`config.mk`:
```
export PLATFORM = sky130hd
export DESIGN_NAME = two_class_priority_queue_flat
export DESIGN_NICKNAME = d
export VERILOG_FILES = /design/src/sv/tpq_pkg.sv /design/src/sv/tpq_if.sv /design/src/sv/tpq_cell.sv /design/src/sv/tpq_chain.sv /design/src/sv/two_class_priority_queue.sv /design/src/flat_wrapper.sv
export SDC_FILE = /design/constraint.sdc
export NUM_CORES = 2
export LEC_CHECK = 0
export BUFFER_PORTS_ARGS = -buffer_cell sky130_fd_sc_hd__buf_2
export CAP_MARGIN = 40
export CORE_MARGIN = 2
export CORE_UTILIZATION = 55
export CTS_CLUSTER_SIZE = 10
export DETAILED_ROUTE_END_ITERATION = 6
export HOLD_SLACK_MARGIN = 0.08
export PLACE_DENSITY = 0.79
export RECOVER_POWER = 100
export SKIP_LAST_GASP = 1
export SYNTH_ARGS = -nofsm -noshare
export SYNTH_HDL_FRONTEND = slang
export SYNTH_SLANG_ARGS = --single-unit
```
`constraint.sdc`:
```
create_clock -name clk -period 5.8 [get_ports clk]
set_clock_uncertainty 0.2 [all_clocks]
set_input_delay 0.87 -clock clk [delete_from_list [all_inputs] [get_ports clk]]
set_output_delay 0.87 -clock clk [all_outputs]
set_load 0.1 [all_outputs]
```
`src/sv/tpq_pkg.sv`:
```
`timescale 1ns / 1ps
`default_nettype none
package tpq_pkg;

  localparam int unsigned KEY_W          = 8;
  localparam logic [KEY_W-1:0] THRESHOLD_RESET = 8'd60;

  typedef enum logic {
    KIND_ENQUEUE = 1'b0,
    KIND_SERVE   = 1'b1
  } kind_t;

  typedef enum logic [1:0] {
    ST_DONE  = 2'd0,
    ST_FULL  = 2'd1,
    ST_EMPTY = 2'd2
  } status_t;

  // per-cell control: load the new key, or take the neighbor's entry
  typedef struct packed {
    logic load;
    logic shift;
  } cell_ctl_t;

endpackage
`default_nettype wire

```
`src/sv/tpq_if.sv`:
```
`timescale 1ns / 1ps
`default_nettype none
interface tpq_req_if;
  import tpq_pkg::*;

  logic             valid;
  logic             ready;
  logic             kind;
  logic [KEY_W-1:0] key_value;

  modport source (output valid, kind, key_value, input ready);
  modport sink   (input valid, kind, key_value, output ready);
endinterface

interface tpq_rsp_if;
  import tpq_pkg::*;

  logic             valid;
  logic             ready;
  logic [1:0]       status;
  logic [KEY_W-1:0] served_value;
  logic             served_preferred;

  modport source (output valid, status, served_value, served_preferred, input ready);
  modport sink   (input valid, status, served_value, served_preferred, output ready);
endinterface
`default_nettype wire

```
`src/sv/tpq_cell.sv`:
```
`timescale 1ns / 1ps
`default_nettype none
module tpq_cell (
  input  wire                        clk,
  input  tpq_pkg::cell_ctl_t         ctl,
  input  wire [tpq_pkg::KEY_W-1:0]   key_in,
  input  wire [tpq_pkg::KEY_W-1:0]   next_in,
  output logic [tpq_pkg::KEY_W-1:0]  data_out
);
  import tpq_pkg::*;

  logic [KEY_W-1:0] data_r;
  logic [KEY_W-1:0] data_nxt;

  always_comb begin
    data_nxt = data_r;
    if (ctl.load) begin
      data_nxt = key_in;
    end else if (ctl.shift) begin
      data_nxt = next_in;
    end
  end

  always_ff @(posedge clk) begin
    data_r <= data_nxt;
  end

  assign data_out = data_r;

endmodule
`default_nettype wire

```
`src/sv/tpq_chain.sv`:
```
`timescale 1ns / 1ps
`default_nettype none
// One class FIFO as a row of cells; cell 0 holds the oldest entry.
module tpq_chain #(
  parameter int unsigned QUEUE_DEPTH = 128,
  localparam int unsigned CNT_W = $clog2(QUEUE_DEPTH + 1)
) (
  input  wire                        clk,
  input  wire                        rst_n,
  input  wire                        push,
  input  wire                        pop,
  input  wire [tpq_pkg::KEY_W-1:0]   key_in,
  output logic [tpq_pkg::KEY_W-1:0]  head_data,
  output logic [CNT_W-1:0]           count,
  output logic                       full,
  output logic                       empty
);
  import tpq_pkg::*;

  logic [CNT_W-1:0] count_r;
  logic [CNT_W-1:0] count_nxt;
  logic [KEY_W-1:0] cell_data [QUEUE_DEPTH];

  for (genvar i = 0; i < QUEUE_DEPTH; i++) begin : g_cell
    cell_ctl_t        ctl;
    logic [KEY_W-1:0] nb;

    // a key lands in the first free cell; a pop moves every cell one step to the head
    assign ctl.load  = push && (count_r == CNT_W'(i));
    assign ctl.shift = pop;

    if (i == QUEUE_DEPTH - 1) begin : g_last
      assign nb = '0;
    end else begin : g_mid
      assign nb = cell_data[i+1];
    end

    tpq_cell u_cell (
      .clk      (clk),
      .ctl      (ctl),
      .key_in   (key_in),
      .next_in  (nb),
      .data_out (cell_data[i])
    );
  end

  always_comb begin
    count_nxt = count_r;
    if (push) begin
      count_nxt = count_r + CNT_W'(1);
    end else if (pop) begin
      count_nxt = count_r - CNT_W'(1);
    end
  end

  always_ff @(posedge clk) begin
    if (!rst_n) begin
      count_r <= '0;
    end else begin
      count_r <= count_nxt;
    end
  end

  assign head_data = cell_data[0];
  assign count     = count_r;
  assign full      = (count_r == CNT_W'(QUEUE_DEPTH));
  assign empty     = (count_r == '0);

endmodule
`default_nettype wire

```
`src/sv/two_class_priority_queue.sv`:
```
`timescale 1ns / 1ps
`default_nettype none
// Port group   Dir  Handshake      Payload
// in_req       in   valid/ready    kind, key_value
// out_rsp      out  valid/ready    status, served_value, served_preferred
// cfg_*        in   cfg_we         cfg_wdata (priority threshold)
//
// One request accepted per cycle while in_req.ready is high; its response is
// registered and shows in the cycle after acceptance. Each class is a row of
// QUEUE_DEPTH cells: a push writes the first free cell, a pop shifts the whole
// row one cell. in_req.ready drops only while a response waits and out_rsp.ready
// is low. Reset clears the counts, the threshold (to 60) and the response valid;
// cell contents are not cleared and there is no clearing pass.
module two_class_priority_queue #(
  parameter int unsigned QUEUE_DEPTH = 128
) (
  input  wire                       clk,
  input  wire                       rst_n,
  tpq_req_if.sink                   in_req,
  tpq_rsp_if.source                 out_rsp,
  input  wire                       cfg_we,
  input  wire [tpq_pkg::KEY_W-1:0]  cfg_wdata
);
  import tpq_pkg::*;

  localparam int unsigned CNT_W = $clog2(QUEUE_DEPTH + 1);

  logic [KEY_W-1:0] thr_r;
  logic             out_valid_r;
  status_t          status_r,  status_nxt;
  logic [KEY_W-1:0] value_r,   value_nxt;
  logic             pref_r,    pref_nxt;

  logic             accept, is_enq, is_serve, is_pref;
  logic             push_p, push_n, pop_p, pop_n;
  logic [KEY_W-1:0] head_p, head_n;
  logic [CNT_W-1:0] count_p, count_n;
  logic             full_p, full_n, empty_p, empty_n;

  assign in_req.ready = !out_valid_r || out_rsp.ready;
  assign accept       = in_req.valid && in_req.ready;
  assign is_enq       = accept && (kind_t'(in_req.kind) == KIND_ENQUEUE);
  assign is_serve     = accept && (kind_t'(in_req.kind) == KIND_SERVE);
  assign is_pref      = (in_req.key_value >= thr_r);

  assign push_p = is_enq && is_pref && !full_p;
  assign push_n = is_enq && !is_pref && !full_n;
  assign pop_p  = is_serve && !empty_p;
  assign pop_n  = is_serve && empty_p && !empty_n;

  tpq_chain #(.QUEUE_DEPTH(QUEUE_DEPTH)) u_pref (
    .clk       (clk),
    .rst_n     (rst_n),
    .push      (push_p),
    .pop       (pop_p),
    .key_in    (in_req.key_value),
    .head_data (head_p),
    .count     (count_p),
    .full      (full_p),
    .empty     (empty_p)
  );

  tpq_chain #(.QUEUE_DEPTH(QUEUE_DEPTH)) u_norm (
    .clk       (clk),
    .rst_n     (rst_n),
    .push      (push_n),
    .pop       (pop_n),
    .key_in    (in_req.key_value),
    .head_data (head_n),
    .count     (count_n),
    .full      (full_n),
    .empty     (empty_n)
  );

  always_comb begin
    status_nxt = ST_DONE;
    value_nxt  = '0;
    pref_nxt   = 1'b0;
    if (kind_t'(in_req.kind) == KIND_ENQUEUE) begin
      pref_nxt   = is_pref;
      status_nxt = (is_pref ? full_p : full_n) ? ST_FULL : ST_DONE;
    end else if (!empty_p) begin
      value_nxt = head_p;
      pref_nxt  = 1'b1;
    end else if (!empty_n) begin
      value_nxt = head_n;
    end else begin
      status_nxt = ST_EMPTY;
    end
  end

  always_ff @(posedge clk) begin
    if (!rst_n) begin
      thr_r       <= THRESHOLD_RESET;
      out_valid_r <= 1'b0;
    end else begin
      if (cfg_we) begin
        thr_r <= cfg_wdata;
      end
      if (accept) begin
        out_valid_r <= 1'b1;
      end else if (out_rsp.ready) begin
        out_valid_r <= 1'b0;
      end
    end
  end

  always_ff @(posedge clk) begin
    if (accept) begin
      status_r <= status_nxt;
      value_r  <= value_nxt;
      pref_r   <= pref_nxt;
    end
  end

  assign out_rsp.valid            = out_valid_r;
  assign out_rsp.status           = status_r;
  assign out_rsp.served_value     = value_r;
  assign out_rsp.served_preferred = pref_r;

  a_pref_push_count: assert property (@(posedge clk) disable iff (!rst_n)
    push_p |=> count_p == $past(count_p) + CNT_W'(1))
    else $error("preferred count did not advance on push");

  a_norm_pop_count: assert property (@(posedge clk) disable iff (!rst_n)
    pop_n |=> count_n == $past(count_n) - CNT_W'(1))
    else $error("normal count did not drop on pop");

  a_single_pop: assert property (@(posedge clk) disable iff (!rst_n)
    !(pop_p && pop_n))
    else $error("both queues popped by one request");

  a_empty_status: assert property (@(posedge clk) disable iff (!rst_n)
    (is_serve && empty_p && empty_n) |=> out_rsp.valid && out_rsp.status == ST_EMPTY)
    else $error("serve on empty queues not reported as empty");

endmodule
`default_nettype wire
```
`src/flat_wrapper.sv`:
```
// flat-port wrapper written by rule: the top's interface ports become plain ports
module two_class_priority_queue_flat import tpq_pkg::*;
#(
  parameter int unsigned QUEUE_DEPTH = 128
)
  (clk, rst_n, cfg_we, cfg_wdata, in_req_valid, in_req_kind, in_req_key_value, in_req_ready, out_rsp_valid, out_rsp_status, out_rsp_served_value, out_rsp_served_preferred, out_rsp_ready);
  tpq_req_if in_req_i ();
  tpq_rsp_if out_rsp_i ();
  input  wire clk;
  input  wire rst_n;
  input  wire cfg_we;
  input  wire [tpq_pkg::KEY_W-1:0] cfg_wdata;
  input wire logic [$bits(in_req_i.valid)-1:0] in_req_valid;
  input wire logic [$bits(in_req_i.kind)-1:0] in_req_kind;
  input wire logic [$bits(in_req_i.key_value)-1:0] in_req_key_value;
  output wire logic [$bits(in_req_i.ready)-1:0] in_req_ready;
  output wire logic [$bits(out_rsp_i.valid)-1:0] out_rsp_valid;
  output wire logic [$bits(out_rsp_i.status)-1:0] out_rsp_status;
  output wire logic [$bits(out_rsp_i.served_value)-1:0] out_rsp_served_value;
  output wire logic [$bits(out_rsp_i.served_preferred)-1:0] out_rsp_served_preferred;
  input wire logic [$bits(out_rsp_i.ready)-1:0] out_rsp_ready;
  assign in_req_i.valid = in_req_valid;
  assign in_req_i.kind = in_req_kind;
  assign in_req_i.key_value = in_req_key_value;
  assign in_req_ready = in_req_i.ready;
  assign out_rsp_valid = out_rsp_i.valid;
  assign out_rsp_status = out_rsp_i.status;
  assign out_rsp_served_value = out_rsp_i.served_value;
  assign out_rsp_served_preferred = out_rsp_i.served_preferred;
  assign out_rsp_i.ready = out_rsp_ready;
  two_class_priority_queue #(.QUEUE_DEPTH(QUEUE_DEPTH)) u_core (.clk(clk), .rst_n(rst_n), .in_req(in_req_i), .out_rsp(out_rsp_i), .cfg_we(cfg_we), .cfg_wdata(cfg_wdata));
endmodule
```
==> summary.txt <==
Global route
  • Initial antenna violation count: 8
  • Largest net degree at the start of global routing: 174
  • First-pass GRT wire length: 301000 µm
  • Aggregate global routing overflow: 0
  • Global Route Usage Sum: 23.1%
  • Vias in the first global route: 48562

Die
  • Die X-Extent: 413 µm
  • Starting Density: 55.2%
  • Num ports: 35
  • Core Footprint: 166000 µm²
  • Row count: 150
  • Chip height: 413 µm
  • Die area: 170000 µm²

CTS
  • Setup Buffers After CTS: 0
  • # clock sinks: 2084
  • # H-tree levels: 4
  • TritonCTS clock tree: built
  • Root Buffer: clkbuf_16
  • Clk_lat worst skew: 0.85 ns
  • CTS buffer count: 226
  • CTS resizes: 0
  • Clk buf depth: 3
  • Clock-pin slew on the worst setup and hold paths: 0.05 ns

Setup path
  • Reg-to-Reg Start: u_core.u_pref.count[0]
  • Critical-path top delay cell: nand2_1
  • CP max FO: 39
  • CP delay by family, top: simple AND/OR/NAND/NOR gates
  • Worst path max stage delay: 1.05 ns
  • CP most frequent cell: clkbuf_1
  • WS Path Type: reg -> reg
  • CP Data Required Time: 6.08 ns
  • CP Launch Point: u_core.u_pref.count[0]
  • Crit path arrival time: 5.31 ns
  • Worst-path cell chain: inv_1, ha_1, or3b_2, nor4_1, clkbuf_1, nand2_1, buf_4, o21ai_0, clkbuf_1
  • Crit path buf inv count: 4
  • Crit end category: flop
  • Type of origin of the critical path: flop

Layout
  • Final Core Density: 60.5%
  • Share of layout cells above drive strength 1: 40.4%
  • Nets: 5532
  • Syn-to-layout area delta: 9.52%

Route
  • Vias: 47952
  • Drt total wl: 199000 µm
  • Wirelength per Cell: 25.7 µm
  • Post-route DRC: 0
  • Avg Vias per Cell: 6.18
  • DRT Pass-1 Iters: 6
  • DRT iter0 DRCs: 5137
  • Routed Antenna Nets: 0

Worst hold path
  • HP Class: in -> reg
  • Hold Crit Start: cfg_wdata[1]

Placement
  • GP Congestion: 0.840
  • Port Buffers: 34
  • Hpwl dp: 116000 µm

Synth
  • Synth warn: 0
  • Number of synthesized register bits: 2084
  • Top_reg_cell synth: edfxtp_1
  • Cell taking the most area after synthesis: edfxtp_1
  • Synth cell types: 71
  • Synth top area share: 67.3%
  • Synthesized net count: 5450
  • Syn_area_per_cell: 17.0 µm²
  • Asr flop ratio synth: 0%
  • Register area share after synthesis: 67.8%
  • Top cells by area, synth: edfxtp_1, mux2_2, clkbuf_1
  • Number of synthesized flops with an enable pin: 2059
  • Mapped Cells: 5412
  • Post-Syn Area: 91900 µm²

Timing
  • Tcrit/Tclk final: 86.8%
  • Fmax: 199 MHz
  • Fin crit period: 5.03 ns
  • Least-Margin Pin Slew: 1.66 ns
  • Hold Fails Final Rpt: 0
  • Final Setup Violations: 0
  • Max transition margin: -12.0%
  • Total Neg Setup Slack: 0 ns
  • Max Slew Vio Count: 139
  • Unrepaired setup endpoints after global routing: no

Pwr
  • PwrDens: 394 nW/µm²
  • Max IR drop VDD: 293 µV
  • Overall Power: 39.7 mW
  • Lkg Pwr: 33.1 nW

Run
  • MaxCap Viol Count: 12

Outcome
  • Status: finished with violations
  • Failing checks: capacitance limit, slew limit
## cells in the mapped netlist, drive strengths merged, types with 2 or more instances
cell type and n:
a2111oi 5, a211oi 6, a21oi 9, a22o 8, a31oi 3, and2 51
and3 12, buf 44, clkbuf 330, dfxtp 25, edfxtp 2059, ha 16
inv 21, mux2 2021, mux2i 6, nand2 342, nand2b 31, nand3 51
nand4 6, nor2 146, nor2b 5, nor3 17, nor3b 3, nor4 5
o211ai 4, o21a 5, o21ai 93, o311a 3, o31ai 18, o41ai 28
or2 11, or4 2, xnor2 7
## layout make-up
cell class / instances / area, µm²
flip-flops and latches: 2084 / 62300
inverters: 22 / 82.6
diodes: 3 / 7.51
well taps: 2204 / 2760
clock inverters: 10 / 125
fillers: 11528 / 65800
repair buffers: 228 / 1650
clock buffers: 282 / 5970
multi-input cells: 2932 / 27700
## what timing repair did
action	CTS	global route
hold buffers	5	0
endpoints found under the setup margin	0	0
endpoints found under the hold margin	5	0
## per-layer routing
metal | vias up | wire length [µm] | track usage, %
met4 | 6 | 5280 | 6.88
met3 | 354 | 16800 | 5.15
met1 | 24558 | 84800 | 32.4
met2 | 2106 | 92400 | 36.4
li1 | 20928 | - | -
met5 | - | 34 | 0
## kinds of logic (layout without fill, tap and decap cells)
kind of cell | count (synthesis) | after routing | synth area share, %
AO/OA/AOI/OAI | 193 | 193 | 1.47
XOR/XNOR | 7 | 7 | 0.0667
adder cells (fa/ha/maj) | 16 | 16 | 0.218
buffers and inverters | 396 | 542 | 1.68
flip-flops | 2084 | 2084 | 67.8
multiplexers | 2027 | 2027 | 25.2
other | 0 | 3 | 0
AND/OR/NAND/NOR | 689 | 689 | 3.58
## power by group
| group | switching, mW | leakage [nW] | total [mW] | internal [mW] |
|---|---|---|---|---|
| logic | 3.83 | 11.2 | 5.91 | 2.08 |
| registers | 0.843 | 18.9 | 21.3 | 20.5 |
| clock network | 5.39 | 2.97 | 12.5 | 7.07 |
## flip-flops by register name (all words and copies together), names as in the netlist
| signal | cells |
|---|---|
| u_core.u_pref.g_cell.u_cell.data_out | 1024 |
| u_core.thr_r | 8 |
| u_core.out_rsp.status | 2 |
| u_core.u_pref.count | 8 |
| u_core.out_rsp.served_preferred | 1 |
| u_core.out_rsp.served_value | 8 |
| u_core.out_rsp.valid | 1 |
| u_core.u_norm.g_cell.u_cell.data_out | 1024 |
| u_core.u_norm.count | 8 |
## final timing paths
| check | cells after the start | slack, ns | end |
|---|---|---|---|
| max | 9 | 0.77 | u_core.u_norm.g_cell[77].u_cell.data_out[7] |
| min | 3 | 0.15 | u_core.thr_r[1] |
| max reg2reg | 9 | 0.77 | u_core.u_norm.g_cell[77].u_cell.data_out[7] |
| min reg2reg | 2 | 0.31 | u_core.thr_r[7] |
## cells in the final DEF (no fill, tap or decap), drive strengths merged, types with 4 or more instances in the layout
cell and n:
o21ai 93, o31ai 18, a21oi 9, nor4 5, clkbuf 407, dfxtp 25, xnor2 7, and2 51
ha 16, nor2b 5, nand2b 31, mux2i 6, and3 12, nand2 342, nand4 6, o41ai 28
or2 11, inv 29, o21a 5, o211ai 4, a22o 8, mux2 2021, a2111oi 5, edfxtp 2059
buf 98, dlygate4sd3 5, a211oi 6, nand3 51, nor2 146, nor3 17
## worst reg2reg max path, cell delays in order, from the launching register on
cell and delay, ns:
dfxtp_1 0.35, inv_1 0.17, ha_1 0.31, or3b_2 0.54, nor4_1 0.36, clkbuf_1 0.36, nand2_1 1.06, buf_4 0.67
o21ai_0 0.23, clkbuf_1 0.43
## through the flow
step                area, µm²  worst slack, ns  instances  hold WS [ns]
detailed placement      95200            0.784       7464         0.291
global placement        94400            0.654       7378         0.281
CTS                    101000             1.56       7761        0.0810
global route           101000            0.689       7763         0.122
floorplan               91900             1.25       5412         0.259
finish                 101000            0.766       7765         0.147
Power figures use the tool's default switching activity.
